`src/hw/rtl/bdpc_pkg.sv`:
```
// ----------------------------------------------------------------------------
// bdpc_pkg
// Shared constants and types of the button debounce / press classifier.
// ----------------------------------------------------------------------------
package bdpc_pkg;

   localparam int unsigned TIME_WIDTH_DEF = 32;
   localparam int unsigned CFG_W          = 20;
   localparam int unsigned CSR_IDX_W      = 2;
   localparam int unsigned KIND_W         = 2;
   localparam int unsigned TSR_W          = 32;

   localparam logic [CFG_W-1:0] DEBOUNCE_RESET  = 20'd10;
   localparam logic [CFG_W-1:0] LONG_RESET      = 20'd500;
   localparam logic [CFG_W-1:0] VERY_LONG_RESET = 20'd2500;

   localparam logic [CSR_IDX_W-1:0] CSR_DEBOUNCE  = 2'd0;
   localparam logic [CSR_IDX_W-1:0] CSR_LONG      = 2'd1;
   localparam logic [CSR_IDX_W-1:0] CSR_VERY_LONG = 2'd2;

   typedef enum logic [KIND_W-1:0] {
      EV_SHORT     = 2'd0,
      EV_LONG      = 2'd1,
      EV_VERY_LONG = 2'd2
   } event_kind_type;

endpackage

```
`src/hw/rtl/bdpc_channels.sv`:
```
// ----------------------------------------------------------------------------
// bdpc channels
// Valid/ready channels for tick beats in and status beats out.
// ----------------------------------------------------------------------------
interface bdpc_req_if;
   logic valid;
   logic ready;
   logic raw_level;

   modport source (output valid, output raw_level, input ready);
   modport sink   (input valid, input raw_level, output ready);
endinterface

interface bdpc_rsp_if
   import bdpc_pkg::*;
();
   logic               valid;
   logic               ready;
   logic               event_valid;
   logic [KIND_W-1:0]  event_kind;
   logic               button_down;
   logic [KIND_W-1:0]  recent_kind;
   logic [TSR_W-1:0]   ticks_since_release;

   modport source (output valid, output event_valid, output event_kind,
                   output button_down, output recent_kind,
                   output ticks_since_release, input ready);
   modport sink   (input valid, input event_valid, input event_kind,
                   input button_down, input recent_kind,
                   input ticks_since_release, output ready);
endinterface

```
`src/hw/rtl/button_debounce_press_classifier_unit.sv`:
```
// ----------------------------------------------------------------------------
// button_debounce_press_classifier_unit
// Path: an accepted tick beat goes through the input register, one pass of
// compares and subtractions, and the result register to its status beat.
// Throughput: one tick per cycle while the status side is not stalled.
// Reset (synchronous): released level, idle countdown, times zero, last event
// short, thresholds back to 10 / 500 / 2500 ticks.
// ----------------------------------------------------------------------------
module button_debounce_press_classifier_unit
   import bdpc_pkg::*;
#(
   parameter int unsigned TIME_WIDTH = TIME_WIDTH_DEF
) (
   input  logic                 clock,
   input  logic                 reset,
   bdpc_req_if.sink             req_chan,
   bdpc_rsp_if.source           rsp_chan,
   input  logic                 csr_we,
   input  logic [CSR_IDX_W-1:0] csr_index,
   input  logic [CFG_W-1:0]     csr_wdata
);

   localparam int unsigned CMP_W = (TIME_WIDTH > CFG_W) ? TIME_WIDTH : CFG_W;

   // configuration
   logic [CFG_W-1:0] dbt_ff, long_ff, vlong_ff;

   // input stage
   logic s1_valid_ff, s1_raw_ff;

   // block state
   logic                  prev_raw_ff, prev_raw_in;
   logic [CFG_W-1:0]      rem_ff, rem_in;
   logic                  stable_ff, stable_in;
   logic [TIME_WIDTH-1:0] tick_ff, tick_in;
   logic [TIME_WIDTH-1:0] press_ff, press_in;
   logic [TIME_WIDTH-1:0] release_ff, release_in;
   event_kind_type        kept_ff, kept_in;

   // result register
   logic                  out_valid_ff;
   logic                  ev_valid_ff;
   logic [KIND_W-1:0]     ev_kind_ff;
   logic                  down_ff;
   logic [KIND_W-1:0]     last_ff;
   logic [TSR_W-1:0]      tsr_ff;

   logic                  advance, process, sample, ev_valid;
   event_kind_type        ev_kind, held_kind;
   logic [TIME_WIDTH-1:0] held, since;
   logic [CMP_W-1:0]      held_c;

   assign advance        = !out_valid_ff || rsp_chan.ready;
   assign process        = s1_valid_ff && advance;
   assign req_chan.ready = !s1_valid_ff || advance;

   always_ff @(posedge clock) begin
      if (reset) begin
         dbt_ff   <= DEBOUNCE_RESET;
         long_ff  <= LONG_RESET;
         vlong_ff <= VERY_LONG_RESET;
      end else if (csr_we) begin
         unique case (csr_index)
            CSR_DEBOUNCE:  dbt_ff   <= csr_wdata;
            CSR_LONG:      long_ff  <= csr_wdata;
            CSR_VERY_LONG: vlong_ff <= csr_wdata;
            default: ;
         endcase
      end
   end

   always_ff @(posedge clock) begin
      if (reset) begin
         s1_valid_ff <= 1'b0;
      end else if (req_chan.ready) begin
         s1_valid_ff <= req_chan.valid;
      end
      if (req_chan.valid && req_chan.ready) begin
         s1_raw_ff <= req_chan.raw_level;
      end
   end

   assign held   = tick_ff - press_ff;
   assign held_c = CMP_W'(held);

   always_comb begin
      if (held_c < CMP_W'(long_ff)) begin
         held_kind = EV_SHORT;
      end else if (held_c < CMP_W'(vlong_ff)) begin
         held_kind = EV_LONG;
      end else begin
         held_kind = EV_VERY_LONG;
      end
   end

   always_comb begin
      prev_raw_in = prev_raw_ff;
      rem_in      = rem_ff;
      stable_in   = stable_ff;
      tick_in     = tick_ff;
      press_in    = press_ff;
      release_in  = release_ff;
      kept_in     = kept_ff;
      sample      = 1'b0;
      ev_valid    = 1'b0;
      ev_kind     = EV_SHORT;
      if (process) begin
         if (s1_raw_ff != prev_raw_ff) begin
            // any edge restarts the countdown; zero acts as one
            prev_raw_in = s1_raw_ff;
            rem_in      = (dbt_ff == '0) ? CFG_W'(1) : dbt_ff;
         end else if (rem_ff != '0) begin
            rem_in = rem_ff - CFG_W'(1);
            sample = (rem_ff == CFG_W'(1));
         end
         if (sample && (s1_raw_ff != stable_ff)) begin
            stable_in = s1_raw_ff;
            if (!s1_raw_ff) begin
               press_in = tick_ff;
            end else begin
               release_in = tick_ff;
               kept_in    = held_kind;
               ev_valid   = 1'b1;
               ev_kind    = held_kind;
            end
         end
         tick_in = tick_ff + TIME_WIDTH'(1);
      end
   end

   assign since = tick_ff - release_in;

   always_ff @(posedge clock) begin
      if (reset) begin
         prev_raw_ff <= 1'b1;
         rem_ff      <= '0;
         stable_ff   <= 1'b1;
         tick_ff     <= '0;
         press_ff    <= '0;
         release_ff  <= '0;
         kept_ff     <= EV_SHORT;
      end else begin
         prev_raw_ff <= prev_raw_in;
         rem_ff      <= rem_in;
         stable_ff   <= stable_in;
         tick_ff     <= tick_in;
         press_ff    <= press_in;
         release_ff  <= release_in;
         kept_ff     <= kept_in;
      end
   end

   always_ff @(posedge clock) begin
      if (reset) begin
         out_valid_ff <= 1'b0;
      end else if (advance) begin
         out_valid_ff <= s1_valid_ff;
      end
      if (process) begin
         ev_valid_ff <= ev_valid;
         ev_kind_ff  <= ev_kind;
         down_ff     <= !stable_in;
         last_ff     <= kept_in;
         tsr_ff      <= TSR_W'(since);
      end
   end

   assign rsp_chan.valid               = out_valid_ff;
   assign rsp_chan.event_valid         = ev_valid_ff;
   assign rsp_chan.event_kind          = ev_kind_ff;
   assign rsp_chan.button_down         = down_ff;
   assign rsp_chan.recent_kind         = last_ff;
   assign rsp_chan.ticks_since_release = tsr_ff;

endmodule

```
`src/flat_wrapper.sv`:
```
// flat-port wrapper written by rule: the top's interface ports become plain ports
module button_debounce_press_classifier_unit_flat import bdpc_pkg::*;
#(
   parameter int unsigned TIME_WIDTH = TIME_WIDTH_DEF
)
  (clock, reset, csr_we, csr_index, csr_wdata, req_chan_valid, req_chan_raw_level, req_chan_ready, rsp_chan_valid, rsp_chan_event_valid, rsp_chan_event_kind, rsp_chan_button_down, rsp_chan_recent_kind, rsp_chan_ticks_since_release, rsp_chan_ready);
  bdpc_req_if req_chan_i ();
  bdpc_rsp_if rsp_chan_i ();
  input  logic clock;
  input  logic reset;
  input  logic csr_we;
  input  logic [CSR_IDX_W-1:0] csr_index;
  input  logic [CFG_W-1:0] csr_wdata;
  input wire logic [$bits(req_chan_i.valid)-1:0] req_chan_valid;
  input wire logic [$bits(req_chan_i.raw_level)-1:0] req_chan_raw_level;
  output wire logic [$bits(req_chan_i.ready)-1:0] req_chan_ready;
  output wire logic [$bits(rsp_chan_i.valid)-1:0] rsp_chan_valid;
  output wire logic [$bits(rsp_chan_i.event_valid)-1:0] rsp_chan_event_valid;
  output wire logic [$bits(rsp_chan_i.event_kind)-1:0] rsp_chan_event_kind;
  output wire logic [$bits(rsp_chan_i.button_down)-1:0] rsp_chan_button_down;
  output wire logic [$bits(rsp_chan_i.recent_kind)-1:0] rsp_chan_recent_kind;
  output wire logic [$bits(rsp_chan_i.ticks_since_release)-1:0] rsp_chan_ticks_since_release;
  input wire logic [$bits(rsp_chan_i.ready)-1:0] rsp_chan_ready;
  assign req_chan_i.valid = req_chan_valid;
  assign req_chan_i.raw_level = req_chan_raw_level;
  assign req_chan_ready = req_chan_i.ready;
  assign rsp_chan_valid = rsp_chan_i.valid;
  assign rsp_chan_event_valid = rsp_chan_i.event_valid;
  assign rsp_chan_event_kind = rsp_chan_i.event_kind;
  assign rsp_chan_button_down = rsp_chan_i.button_down;
  assign rsp_chan_recent_kind = rsp_chan_i.recent_kind;
  assign rsp_chan_ticks_since_release = rsp_chan_i.ticks_since_release;
  assign rsp_chan_i.ready = rsp_chan_ready;
  button_debounce_press_classifier_unit #(.TIME_WIDTH(TIME_WIDTH)) u_core (.clock(clock), .reset(reset), .req_chan(req_chan_i), .rsp_chan(rsp_chan_i), .csr_we(csr_we), .csr_index(csr_index), .csr_wdata(csr_wdata));
endmodule
```
`config.mk`:
```
export PLATFORM = sky130hd
export DESIGN_NAME = button_debounce_press_classifier_unit_flat
export DESIGN_NICKNAME = d
export VERILOG_FILES = /design/src/hw/rtl/bdpc_pkg.sv /design/src/hw/rtl/bdpc_channels.sv /design/src/hw/rtl/button_debounce_press_classifier_unit.sv /design/src/flat_wrapper.sv
export SDC_FILE = /design/constraint.sdc
export NUM_CORES = 1
export LEC_CHECK = 0
export ABC_AREA = 0
export BUFFER_PORTS_ARGS = -buffer_cell sky130_fd_sc_hd__buf_4
export CAP_MARGIN = 40
export CORE_ASPECT_RATIO = 0.6
export CORE_MARGIN = 4
export CORE_UTILIZATION = 35
export CTS_CLUSTER_SIZE = 12
export DETAILED_ROUTE_END_ITERATION = 8
export GPL_TIMING_DRIVEN = 1
export SYNTH_ARGS = -nofsm -noshare
export SYNTH_HDL_FRONTEND = slang
export SYNTH_SLANG_ARGS = --single-unit
```
`constraint.sdc`:
```
create_clock -name clock -period 5.3 [get_ports clock]
set_input_delay 1.325 -clock clock [delete_from_list [all_inputs] [get_ports clock]]
set_output_delay 1.325 -clock clock [all_outputs]
set_load 0.02 [all_outputs]
```
==> run metrics, run 1 <==
status=finished clean; clk sinks=221; asr flop ratio synth=0%; total gr overflow=0; cell accounting for the most synthesized area=dfxtp_1; Vias/cell=5.25; Post-CTS Setup Inserts=0; EDFF count, synth=39; multi-input logic area=7560 µm²; Yosys cell types=75; CP max FO=7; Metal-1 WL=17500 µm; Final Skew=0.0133 ns; H-tree depth=1; initial antenna violation count=0; Final Power=3980 µW; Slew headroom=48.0%; syn_area_per_cell=8.31 µm²; met3 routed wirelength=2060 µm; Final Util=41.5%; IO Pins=68; Crit. End Element=register; # diodes=0; I/O Buffers=67; fill count=3672; wire per inst=15.6 µm; YS warnings=0; PD cells=263 nW/µm²; DR vias=11200; max-capacitance violation count=0; starting density of the core=35.6%; final period utilization=95.7%; CTS Buffer Depth=3; clock latency at the later pin of the worst-skew pair=0.53 ns; # rows=54; CTS tree=built; synthesized area=13000 µm²; worst min-delay path class=reg -> reg; minimum clock period=5.07 ns; syn nets=1695; synthesized flop and latch total=221; Syn-to-layout area delta=16.6%; metal2 WL=13300 µm; gpl congestion=0.881; Critical Path Source Type=register; Max Used Layer=met4; Crit path arrival time=5.35 ns; largest net degree at the start of global routing=98; WL final=33300 µm; Worst IR Drop VDD=176 µV; core region area=36500 µm²; Die H=157 µm; Area contributors post-synth=dfxtp_1 28%, ha_1 9.9%, edfxtp_1 9.0%; Die Span X=257 µm; critical path class=reg -> reg; Required @ worst endpoint=5.58 ns; global-route wire length before repair=54200 µm; Worst Max-Slew Pin Slew=0.775 ns; vias in the first global route=10500; Slew Viols, Final=0; main flop type after synthesis=dfxtp_1; Placed Instances=2101; Fin. Hold Viols=0; cts hold-fix bufs=0; setup violators final=0; fmax=0.197 GHz; NumNets Final=1784; DR iter-0 viols=808; post-route insts no fill=2141; post-route ant nets=0; Leak=0.00630 µW; total die area=40300 µm²; post-synthesis sequential area ratio=37.1%; DRC viols=0; DR pass1 iterations=5; register area=4810 µm²; Synth top area share=28.1%; share of cells above drive strength 1=12.4%; clock tree root buffer cell=clkbuf_16; RSZ-0062 raised after global routing=yes; Post-DP HPWL=24700 µm; cells after synthesis=1562; clk slew on worst S/H paths=0.06 ns; all-layer global routing usage=16.0%; TritonCTS Buffers=24
[worst max-delay path, stage by stage, from the launching register on]
cell,delay [ns]
dfxtp_1,0.35
or4_1,0.58
nor3_4,0.23
nand2b_2,0.11
or4_4,0.58
nor2_8,0.14
nand2_8,0.10
buf_4,0.18
nor2_1,0.11
a21oi_2,0.05
ha_1,0.34
o21a_1,0.18
o31a_1,0.11
o211a_1,0.24
o211ai_1,0.35
a21oi_2,0.13
o21ai_0,0.23
buf_4,0.16
o21ai_2,0.09
a2111o_1,0.41
and4_1,0.14
[cell families (layout without fill, tap and decap cells)]
group                      after synthesis  in the layout  synth area share [%]
xor gates and xnor gates                78             78                  5.27
muxes                                   34             34                  3.29
AOI/OAI and AO/OA                      386            386                  18.7
DFF                                    221            221                  37.1
adders and majority gates              105            105                  10.2
and+or+nand+nor                        580            580                  20.5
buffers and inverters                  158            261                  4.85
[what timing repair did]
item | CTS | global route
gates resized for setup | 1 | 4
setup endpoints to repair | 2 | 8
pin swaps | 0 | 2
endpoints found under the hold margin | 0 | 0
[Yosys cell counts (all sizes together), types with 34 or more instances]
| cell | number |
|---|---|
| xor2 | 44 |
| xnor2 | 34 |
| a21oi | 159 |
| mux2i | 34 |
| edfxtp | 39 |
| dfxtp | 182 |
| clkbuf | 55 |
| inv | 94 |
| nor2 | 149 |
| ha | 103 |
| o21ai | 62 |
| nand2 | 254 |
[metal layers]
metal	up-vias	track usage [%]
li1	5652	-
met1	5332	24.3
met2	217	23.3
met3	43	3.91
met4	0	2.70
met5	-	0
[cells in the final DEF (no fill, tap or decap), types with 10 or more instances in the layout]
cell type,count
a211o_1,15
a211oi_1,10
a21o_1,27
a21oi_1,155
a22oi_1,15
and3_1,20
buf_4,121
clkbuf_16,26
dfxtp_1,182
edfxtp_1,39
ha_1,103
inv_1,94
mux2i_1,11
mux2i_2,23
nand2_1,253
nand2b_1,12
nand3_1,27
nand3b_1,11
nand4_1,20
nor2_1,148
nor3_1,29
nor4_1,10
o21a_1,23
o21ai_0,61
xnor2_1,34
xor2_1,43
[per-stage QoR]
| step | hold WS, ns | TNS (ns) | area, µm² | setup WS, ns |
|---|---|---|---|---|
| after global routing | 0.472 | -0.0169 | 15100 | -0.0155 |
| after CTS | 0.453 | 0 | 15100 | 0.140 |
| after detailed placement | 0.444 | -0.328 | 14300 | -0.122 |
| after floorplan | 0.432 | 0 | 13000 | 0.0232 |
| after global placement | 0.438 | -0.0170 | 14200 | -0.0170 |
| final | 0.449 | 0 | 15100 | 0.227 |
[where the power goes]
part	leakage, µW	switching, µW	internal (µW)
sequential	0.00185	35.0	1760
combinational	0.00405	293	188
clock	0.000397	682	1030
total	0.00630	1010	2970
[registers in the layout, indices dropped and copies added (netlist names), 20 cells and up]
register / flops
u_core.rem_ff: 20
u_core.long_ff: 20
u_core.tick_ff: 32
u_core.dbt_ff: 20
u_core.vlong_ff: 20
u_core.press_ff: 32
u_core.rsp_chan.ticks_since_release: 32
u_core.release_ff: 32
[final timing paths]
check	slack, ns	end	startpoint	depth (start not counted)
setup / recovery	0.23	u_core.rsp_chan.ticks_since_release[30]$_DFFE_PP_	u_core.rem_ff[5]$_SDFFE_PP0P_	20
hold reg to reg	0.45	u_core.press_ff[30]$_SDFFE_PP0P_	u_core.press_ff[30]$_SDFFE_PP0P_	2
hold / removal	0.45	u_core.press_ff[30]$_SDFFE_PP0P_	u_core.press_ff[30]$_SDFFE_PP0P_	2
setup reg to reg	0.23	u_core.rsp_chan.ticks_since_release[30]$_DFFE_PP_	u_core.rem_ff[5]$_SDFFE_PP0P_	20
[area by class of cell]
class | count | area share [%]
sequential | 221 | 31.8
inverter | 95 | 2.37
multi-input combinational | 1183 | 50.0
clock inverter | 3 | 0.265
timing repair buffer | 126 | 6.57
tap | 476 | 3.94
clock buffer | 37 | 5.04
(Power assumes the default switching activity.)
==> run 2, diff against run 1 <==
- PLACE_DENSITY_LB_ADDON: default -> 0.12
==> run 2 against run 1 <==
Compared with the run above: critical path depth grew 1; die area is the same; utilization grew 0.36 points; sequential power is essentially flat; first-iteration DRC count shrank 3.8%; worst setup slack gained 0.034 ns; combinational power grew 3%; non-clock buffer count grew 21; sequential cell count is the same; power shrank 0.59%; cell count grew 1.2%; hold slack gained 0.0011 ns; largest cell class unchanged.
==> run metrics, run 2 (same netlist as run 1, synthesis figures left out) <==
post-route ant nets=0; fmax=0.198 GHz; all-layer global routing usage=16.8%; # rows=54; cts hold-fix bufs=0; starting density of the core=35.6%; RSZ-0062 raised after global routing=no; Fin. Hold Viols=0; total gr overflow=0; clk sinks=221; IO Pins=68; core region area=36500 µm²; Vias/cell=5.16; Final Skew=0.0109 ns; Worst Max-Slew Pin Slew=0.902 ns; worst min-delay path class=reg -> reg; TritonCTS Buffers=25; Die Span X=257 µm; PostCTS Resize Cnt=0; Slew Viols, Final=0; Worst IR Drop VDD=154 µV; clk slew on worst S/H paths=0.06 ns; Total Neg Setup Slack=0 ns; minimum clock period=5.04 ns; max-capacitance violation count=0; final period utilization=95.1%; initial antenna violation count=1; critical path class=reg -> reg; global-route wire length before repair=55900 µm; total die area=40300 µm²; multi-input logic area=7560 µm²; Critical Path Source Type=register; Die H=157 µm; Post-CTS Setup Inserts=0; CTS tree=built; most frequent cells in the layout=253 x nand2_1, 182 x dfxtp_1, 156 x a21oi_1; NumNets Final=1806; DR pass1 iterations=5; share of cells above drive strength 1=13.3%; CTS Buffer Depth=3; I/O Buffers=67; register area=4810 µm²; fill count=3746; Crit. End Element=register; vias in the first global route=10400; largest net degree at the start of global routing=111; status=finished clean; commonest non-fill, non-tap cell in the layout=nand2_1; Crit path arrival time=5.32 ns; DR iter-0 viols=777; Slew headroom=39.6%; Leak=0.00638 µW; worst hold margin=0.450 ns; PD cells=259 nW/µm²; clock tree root buffer cell=clkbuf_16; Post-DP HPWL=26100 µm; clock latency at the later pin of the worst-skew pair=0.53 ns; Required @ worst endpoint=5.58 ns; WL final=34800 µm; setup violators final=0; wire per inst=16.1 µm; # diodes=0; DRC viols=0; CP max FO=7; DR vias=11200; Syn-to-layout area delta=17.6%; H-tree depth=1; gpl congestion=0.853
[run 2: area by class of cell]
class / count / share of cell area, %
inverter: 95 / 2.35
sequential: 221 / 31.6
multi-input combinational: 1183 / 49.6
timing repair buffer: 147 / 7.49
tap: 476 / 3.90
clock buffer: 40 / 5.00
clock inverter: 4 / 0.131
[run 2: critical path, stage by stage, from the launching register on]
cell	delay (ns)
dfxtp_1	0.30
or4_1	0.62
nor3_4	0.17
nand2b_2	0.09
or4_4	0.58
nor2_8	0.14
nand2_8	0.10
buf_4	0.18
nor2_1	0.11
a21oi_2	0.05
ha_1	0.30
o21a_1	0.17
o31a_1	0.12
o211a_1	0.24
o211ai_1	0.28
a21oi_1	0.15
o21ai_0	0.23
buf_4	0.15
o21ai_0	0.09
buf_4	0.17
a2111o_1	0.39
and4_1	0.15
[run 2: final timing paths]
path                                                      start                                                 to  slack, ns  cells past startpoint
worst max-delay path              u_core.rem_ff[4]$_SDFFE_PP0P_  u_core.rsp_chan.ticks_since_release[30]$_DFFE_PP_       0.26                     21
worst max register to register    u_core.rem_ff[4]$_SDFFE_PP0P_  u_core.rsp_chan.ticks_since_release[30]$_DFFE_PP_       0.26                     21
worst min-delay path            u_core.press_ff[9]$_SDFFE_PP0P_                    u_core.press_ff[9]$_SDFFE_PP0P_       0.45                      2
worst min register to register  u_core.press_ff[9]$_SDFFE_PP0P_                    u_core.press_ff[9]$_SDFFE_PP0P_       0.45                      2
[run 2: per-stage QoR]
stage | instances | power (µW) | area (µm²) | utilization (%) | setup slack (ns)
floorplan | 1562 | 2140 | 13000 | - | 0.0232
global placement | 2119 | 2310 | 14400 | 39.5 | -0.0333
detailed placement | 2122 | 2320 | 14500 | 39.7 | 0.000559
CTS | 2166 | 4020 | 15300 | 41.8 | 0.211
global route | 2166 | 4150 | 15300 | 41.8 | 0.00256
finish | 2166 | 3960 | 15300 | 41.8 | 0.261
[run 2: per-layer routing]
layer	wire [µm]	part of all wire [%]	track usage [%]
met5	0	0	0
met4	482	1.4	2.57
met3	1960	5.6	3.10
met2	13400	39	23.5
met1	18900	54	26.9
[run 2: power by group]
group / total [µW] / switching (µW) / internal, µW
Combinational: 495 / 298 / 197
Clock: 1670 / 695 / 980
Sequential: 1790 / 33.2 / 1760
